`src/rtl/vcc_pkg.sv`:
```
// Package with the constants, types and helpers of the vector clock block.
`default_nettype none
package vcc_pkg;

  localparam int MAX_PROCS  = 8;
  localparam int COUNT_BITS = 32;
  localparam int NUM_TS     = 8;
  localparam int FIELD_BITS = 32;
  localparam int IDX_BITS   = 3;
  localparam int GSIZE_BITS = 4;
  localparam int WIDE_BITS  = (COUNT_BITS > FIELD_BITS) ? COUNT_BITS : FIELD_BITS;

  typedef logic [COUNT_BITS-1:0] cnt_t;
  typedef cnt_t [MAX_PROCS-1:0] vec_t;
  typedef logic [FIELD_BITS-1:0] field_t;
  typedef field_t [NUM_TS-1:0] ts_vec_t;

  localparam cnt_t CNT_MAX = '1;

  typedef enum logic {
    CMD_SEND = 1'b0,
    CMD_RECV = 1'b1
  } cmd_t;

  typedef enum logic [1:0] {
    ST_SENT      = 2'd0,
    ST_DELIVERED = 2'd1,
    ST_HELD      = 2'd2,
    ST_INVALID   = 2'd3
  } status_t;

  typedef enum logic {
    REG_SELF_INDEX = 1'b0,
    REG_GROUP_SIZE = 1'b1
  } reg_idx_t;

  typedef struct packed {
    logic [IDX_BITS-1:0]   self_index;
    logic [GSIZE_BITS-1:0] group_size;
  } cfg_t;

  function automatic cnt_t sat_count(input field_t t);
    logic [WIDE_BITS-1:0] tw;
    tw = WIDE_BITS'(t);
    if (tw > WIDE_BITS'(CNT_MAX)) begin
      return CNT_MAX;
    end
    return cnt_t'(tw);
  endfunction

  function automatic field_t to_field(input cnt_t c);
    logic [WIDE_BITS-1:0] cw;
    cw = WIDE_BITS'(c);
    return cw[FIELD_BITS-1:0];
  endfunction

endpackage
`default_nettype wire

```
`src/rtl/vcc_core.sv`:
```
// Combinational send, delivery check and merge for the local vector clock.
`default_nettype none
module vcc_core
  import vcc_pkg::*;
(
  input  cmd_t                cmd,
  input  logic [IDX_BITS-1:0] sender,
  input  ts_vec_t             ts,
  input  vec_t                clock_cur,
  input  cfg_t                cfg,
  output status_t             status,
  output vec_t                clock_next
);

  logic [GSIZE_BITS-1:0] n;
  logic [MAX_PROCS-1:0]  in_use;
  logic [MAX_PROCS-1:0]  ok;
  vec_t                  ts_sat;
  logic                  sender_ok;
  logic                  self_ok;

  always_comb begin
    if (cfg.group_size == '0) begin
      n = GSIZE_BITS'(1);
    end else if (cfg.group_size > GSIZE_BITS'(MAX_PROCS)) begin
      n = GSIZE_BITS'(MAX_PROCS);
    end else begin
      n = cfg.group_size;
    end
    sender_ok = GSIZE_BITS'(sender) < n;
    self_ok   = GSIZE_BITS'(cfg.self_index) < n;
    for (int i = 0; i < MAX_PROCS; i++) begin
      in_use[i] = GSIZE_BITS'(i) < n;
      ts_sat[i] = sat_count(ts[i]);
      if (!in_use[i]) begin
        ok[i] = 1'b1;
      end else if (IDX_BITS'(i) == sender) begin
        ok[i] = (clock_cur[i] != CNT_MAX) && (ts_sat[i] == clock_cur[i] + cnt_t'(1));
      end else begin
        ok[i] = ts_sat[i] <= clock_cur[i];
      end
    end

    clock_next = clock_cur;
    if (cmd == CMD_SEND) begin
      status = ST_SENT;
      for (int i = 0; i < MAX_PROCS; i++) begin
        if (self_ok && IDX_BITS'(i) == cfg.self_index && clock_cur[i] != CNT_MAX) begin
          clock_next[i] = clock_cur[i] + cnt_t'(1);
        end
      end
    end else if (!sender_ok) begin
      status = ST_INVALID;
    end else if (&ok) begin
      status = ST_DELIVERED;
      for (int i = 0; i < MAX_PROCS; i++) begin
        if (in_use[i] && ts_sat[i] > clock_cur[i]) begin
          clock_next[i] = ts_sat[i];
        end
      end
    end else begin
      status = ST_HELD;
    end
  end

endmodule
`default_nettype wire

```
`src/rtl/vector_clock_causal_delivery_top.sv`:
```
// Top level of the vector clock causal delivery block.
// Items pass from the input register to the result register. Throughput: one item
// per cycle while the result is not stalled; the clock update is a single pass
// through the comparators and maxima between the input and the result register.
// Reset clears the local clock, the valid flags, self_index to 0 and group_size to 8.
`default_nettype none
module vector_clock_causal_delivery_top
  import vcc_pkg::*;
(
  input  logic                  clk,
  input  logic                  rst,
  input  logic                  psel,
  input  logic                  penable,
  input  logic                  pwrite,
  input  logic [2:0]            paddr,
  input  logic [31:0]           pwdata,
  output logic [31:0]           prdata,
  output logic                  pready,
  input  logic                  req_valid,
  output logic                  req_stall,
  input  logic                  cmd,
  input  logic [IDX_BITS-1:0]   sender,
  input  logic [FIELD_BITS-1:0] ts0,
  input  logic [FIELD_BITS-1:0] ts1,
  input  logic [FIELD_BITS-1:0] ts2,
  input  logic [FIELD_BITS-1:0] ts3,
  input  logic [FIELD_BITS-1:0] ts4,
  input  logic [FIELD_BITS-1:0] ts5,
  input  logic [FIELD_BITS-1:0] ts6,
  input  logic [FIELD_BITS-1:0] ts7,
  output logic                  rsp_valid,
  input  logic                  rsp_stall,
  output logic [1:0]            status,
  output logic [FIELD_BITS-1:0] clk0,
  output logic [FIELD_BITS-1:0] clk1,
  output logic [FIELD_BITS-1:0] clk2,
  output logic [FIELD_BITS-1:0] clk3,
  output logic [FIELD_BITS-1:0] clk4,
  output logic [FIELD_BITS-1:0] clk5,
  output logic [FIELD_BITS-1:0] clk6,
  output logic [FIELD_BITS-1:0] clk7
);

  cfg_t                cfg;
  vec_t                local_clock;
  vec_t                clock_next;
  vec_t                res_clk;
  status_t             res_status;
  status_t             core_status;
  logic                s1_valid;
  cmd_t                s1_cmd;
  logic [IDX_BITS-1:0] s1_sender;
  ts_vec_t             s1_ts;
  ts_vec_t             clk_field;
  reg_idx_t            reg_sel;
  logic                adv;
  logic                take;

  assign pready  = 1'b1;
  assign reg_sel = reg_idx_t'(paddr[2]);

  always_comb begin
    unique case (reg_sel)
      REG_SELF_INDEX: prdata = 32'(cfg.self_index);
      REG_GROUP_SIZE: prdata = 32'(cfg.group_size);
      default:        prdata = '0;
    endcase
  end

  assign adv       = !rsp_valid || !rsp_stall;
  assign req_stall = s1_valid && !adv;
  assign take      = req_valid && !req_stall;

  vcc_core u_core (
    .cmd        (s1_cmd),
    .sender     (s1_sender),
    .ts         (s1_ts),
    .clock_cur  (local_clock),
    .cfg        (cfg),
    .status     (core_status),
    .clock_next (clock_next)
  );

  always_ff @(posedge clk) begin
    if (rst) begin
      cfg.self_index <= '0;
      cfg.group_size <= GSIZE_BITS'(MAX_PROCS);
      local_clock    <= '0;
      s1_valid       <= 1'b0;
      rsp_valid      <= 1'b0;
    end else begin
      if (psel && penable && pwrite && pready) begin
        unique case (reg_sel)
          REG_SELF_INDEX: cfg.self_index <= pwdata[IDX_BITS-1:0];
          REG_GROUP_SIZE: cfg.group_size <= pwdata[GSIZE_BITS-1:0];
          default: ;
        endcase
      end
      if (!req_stall) begin
        s1_valid <= req_valid;
      end
      if (adv) begin
        rsp_valid <= s1_valid;
        if (s1_valid) begin
          local_clock <= clock_next;
        end
      end
    end
  end

  always_ff @(posedge clk) begin
    if (take) begin
      s1_cmd    <= cmd_t'(cmd);
      s1_sender <= sender;
      s1_ts     <= {ts7, ts6, ts5, ts4, ts3, ts2, ts1, ts0};
    end
    if (adv && s1_valid) begin
      res_status <= core_status;
      res_clk    <= clock_next;
    end
  end

  for (genvar j = 0; j < NUM_TS; j++) begin : g_field
    if (j < MAX_PROCS) begin : g_used
      assign clk_field[j] = to_field(res_clk[j]);
    end else begin : g_zero
      assign clk_field[j] = '0;
    end
  end

  assign status = res_status;
  assign clk0   = clk_field[0];
  assign clk1   = clk_field[1];
  assign clk2   = clk_field[2];
  assign clk3   = clk_field[3];
  assign clk4   = clk_field[4];
  assign clk5   = clk_field[5];
  assign clk6   = clk_field[6];
  assign clk7   = clk_field[7];

`ifndef SYNTHESIS
  a_clock_idle: assert property (@(posedge clk) disable iff (rst)
    !s1_valid |=> $stable(local_clock))
    else $error("Local clock changed with no item in the input register.");

  a_result_matches_clock: assert property (@(posedge clk) disable iff (rst)
    rsp_valid |-> res_clk == local_clock)
    else $error("Pending result does not match the local clock.");

  a_stall_cause: assert property (@(posedge clk) disable iff (rst)
    req_stall |-> s1_valid && rsp_valid && rsp_stall)
    else $error("Input stalled without a blocked result.");
`endif

endmodule
`default_nettype wire
```
`config.mk`:
```
export PLATFORM = sky130hd
export DESIGN_NAME = vector_clock_causal_delivery_top
export DESIGN_NICKNAME = d
export VERILOG_FILES = /design/src/rtl/vcc_pkg.sv /design/src/rtl/vcc_core.sv /design/src/rtl/vector_clock_causal_delivery_top.sv
export SDC_FILE = /design/constraint.sdc
export NUM_CORES = 2
export LEC_CHECK = 0
export ABC_CLOCK_PERIOD_IN_PS = 40300
export BUFFER_PORTS_ARGS = -buffer_cell sky130_fd_sc_hd__buf_2
export CORE_ASPECT_RATIO = 1.25
export CORE_UTILIZATION = 50
export DETAILED_ROUTE_END_ITERATION = 8
export GPL_TIMING_DRIVEN = 0
export PLACE_DENSITY = 0.7
export REMOVE_ABC_BUFFERS = 1
export SLEW_MARGIN = 20
export SYNTH_ARGS = -nofsm -noshare
export SYNTH_HDL_FRONTEND = slang
export SYNTH_HIERARCHICAL = 1
export SYNTH_SLANG_ARGS = --single-unit
```
`constraint.sdc`:
```
create_clock -name clk -period 40.3 [get_ports clk]
set_clock_uncertainty 0.2 [all_clocks]
set_input_delay 2.015 -clock clk [delete_from_list [all_inputs] [get_ports clk]]
set_output_delay 2.015 -clock clk [all_outputs]
set_load 0.005 [all_outputs]
```
==> impl_metrics.env <==
export IMPL_status="complete, no violations"
export IMPL_cts_resized=0
export IMPL_crit_required_ns=40.69
export IMPL_routed_wl_um=158000
export IMPL_max_freq_ghz=0.137
export IMPL_ant_nets=0
export IMPL_power_density_nw_per_um2=32.6
export IMPL_synth_flop_cell="edfxtp_1"
export IMPL_cp_startpoint="local_clock[100]"
export IMPL_min_period_ns=7.31
export IMPL_hold_ws_ns=0.312
export IMPL_final_nets=6329
export IMPL_wl_per_cell_um=22.0
export IMPL_dpl_hpwl_um=119000
export IMPL_antenna_found_initial=29
export IMPL_critPathLaunchType="flop"
export IMPL_multi_input_area_um2=27700
export IMPL_fillers=8958
export IMPL_grt_first_pass_wirelength_um=239000
export IMPL_synth_cell_types=92
export IMPL_netlist_area_leader_share_pct=30.3
export IMPL_yosys_top_cells_count="nand2b_1, edfxtp_1, mux2i_1"
export IMPL_clockBufferDepth=3
export IMPL_post_cts_buffers=0
export IMPL_grt_max_degree=179
export IMPL_clkSinkCount=783
export IMPL_instances_no_fill=7180
export IMPL_synth_area_leader_cell="edfxtp_1"
export IMPL_cts_hold_buf=0
export IMPL_htreeDepth=3
export IMPL_hp_class="reg -> reg"
export IMPL_r2r_start="local_clock[100]"
export IMPL_io_buffers=535
export IMPL_cts_made_buffers=83
export IMPL_overflow=0
export IMPL_cp_arrival_ns=7.70
export IMPL_criticalPathCategory="reg -> reg"
export IMPL_cts_root_buf="clkbuf_16"
export IMPL_ff_latch_area_um2=20900
export IMPL_postSynth_asyncResetShare_pct=0
export IMPL_cts_tree="built"
export IMPL_die_y_um=360
export IMPL_drc=0
export IMPL_syn_area_um2=51300
export IMPL_hold_viol=0
export IMPL_gp_congestion=0.943
export IMPL_cpPeakStageDelay_ns=0.87
export IMPL_dp_cells=7004
export IMPL_ys_seq_area_share_pct=40.6
export IMPL_die_area_um2=104000
export IMPL_yosysWarnings=6
export IMPL_path_clk_slew_ns=0.06
export IMPL_die_w_um=289
export IMPL_clk_latency_ns=0.68
export IMPL_synth_avg_cell_area_um2=9.54
export IMPL_setup_tns_ns=0
export IMPL_synth_seq_cells=783
export IMPL_first_pass_iters=6
export IMPL_period_share_pct=18.1
export IMPL_end_kind="flop"
export IMPL_crit_fanout=20
export IMPL_via_count=43100
export IMPL_slew_headroom_pct=20.3
export IMPL_area_delta_synth_final_pct=13.9
export IMPL_worst_pin_slew_ns=1.19
export IMPL_drive_gt1_share_pct=14.0
export IMPL_place_worst_setup_slack_ns=32.80
export IMPL_drv_slew=0
export IMPL_power_total_uw=1910
export IMPL_io_pins=595
export IMPL_fin_ws_ns=32.99
export IMPL_row_count=131
export IMPL_core_um2=102000
export IMPL_first_iter_violations=3422
export IMPL_synth_area_leaders="edfxtp_1, dfxtp_1, mux2i_1, nand2b_1, ha_1"
export IMPL_cap_violations=0
export IMPL_ir_drop_mv=0.0378
export IMPL_rsz0062_at_grt="no"
export IMPL_cp_slowest_cell="or4_1"
export IMPL_synth_edf_count=518
export IMPL_routed_via_density=6.01
export IMPL_leakage_uw=0.0215
export IMPL_crit_path_cell_trace="nand4_1 -> or4_1 -> nor4_1 -> xnor2_1 -> o22ai_1 -> or4_1 -> o211ai_1 -> o211a_1 -> nand4_1 -> buf_8 -> buf_8 -> and2_1 -> a21oi_1 -> nand2b_1 -> mux2i_1"
export IMPL_syn_inst=5382
export IMPL_setup_viol=0
export IMPL_grt_use_total_pct=29.5
export IMPL_initial_utilization_pct=50.3
export IMPL_grt_pass1_vias=40700
export IMPL_hp_start="local_clock[199]"
export IMPL_synth_most_common_cell="nand2b_1"
==> layout make-up <==
cell class / count / area share [%]
diodes: 22 / 0.0941
clock buffers: 106 / 3.91
clock inverters: 48 / 1.04
inverters: 290 / 1.86
multi-input cells: 3991 / 47.4
flip-flops and latches: 783 / 35.7
well taps: 1330 / 2.84
repair buffers: 610 / 7.20
==> power by group <==
part	switching (uW)	total, uW	internal, uW
Combinational	89.5	170	80.1
Sequential	28.4	913	885
Clock	331	822	492
Total	448	1910	1460
==> cell usage in the layout, fill, tap and decap left out, types with 31 or more instances in the layout <==
master | synthesis | layout
a21oi_1 | 338 | 336
o211ai_1 | 35 | 35
nor2_1 | 207 | 205
nand4_1 | 146 | 146
and4_1 | 56 | 56
or3_1 | 37 | 36
buf_16 | 0 | 39
dfxtp_1 | 265 | 265
o211a_1 | 47 | 47
nor4_1 | 104 | 99
ha_1 | 268 | 268
o22ai_1 | 35 | 35
clkbuf_16 | 0 | 87
nand2b_1 | 539 | 539
a31oi_1 | 88 | 88
nand3_1 | 213 | 212
nand2_1 | 251 | 251
o21ai_0 | 229 | 229
xor2_1 | 131 | 131
xnor2_1 | 175 | 175
nor3_1 | 169 | 166
inv_1 | 288 | 288
mux2i_1 | 339 | 339
o31a_1 | 31 | 31
nor2b_1 | 38 | 37
buf_2 | 26 | 537
a21o_1 | 64 | 64
a211oi_1 | 31 | 31
edfxtp_1 | 518 | 518
and3_1 | 60 | 60
==> layer usage <==
| metal | part of all wire (%) | global-route usage (%) |
|---|---|---|
| met1 | 42 | 37.9 |
| met2 | 48 | 48.9 |
| met3 | 6.4 | 4.38 |
| met4 | 4.0 | 12.7 |
| met5 | 0.099 | 0 |
==> final timing paths <==
| kind | slack (ns) | cells past startpoint | end |
|---|---|---|---|
| max | 32.99 | 15 | local_clock[20] |
| min | 0.31 | 2 | local_clock[199] |
| max reg2reg | 32.99 | 15 | local_clock[20] |
| min reg2reg | 0.31 | 2 | local_clock[199] |
==> logic make-up (layout without fill, tap and decap cells) <==
family	count (synthesis)	after routing	synth area share, %
simple gates	1934	1934	21.0
mux	353	353	6.92
fa+ha+maj	270	270	6.57
buf+inv	635	1054	5.78
flops	783	783	40.6
compound gates	1097	1097	13.8
other cells	2	51	0.0146
xor+xnor	308	308	5.30
==> through the flow <==
step | instance area [um^2] | utilization, %
finish | 58500 | 57.4
global route | 58500 | 57.4
CTS | 58400 | 57.3
detailed placement | 55500 | 54.5
global placement | 53900 | 52.9
floorplan | 49600 | -
==> registers in the layout, summed over array words and instances, names as in the netlist, 2 cells and up <==
name	cells
cfg	7
clk0	32
clk1	32
clk2	32
clk3	32
clk4	32
clk5	32
clk6	32
clk7	32
local_clock	256
s1_sender	3
s1_ts	256
status	2
==> critical path: cells and delay by family (launching register included) <==
family,cells,cell delay [ns]
muxes,1,0.13
DFF,1,0.55
AOI/OAI and AO/OA,4,1.65
xor gates and xnor gates,1,0.21
buffers and inverters,2,0.55
and+or+nand+nor,7,3.93
(Power assumes the default switching activity.)
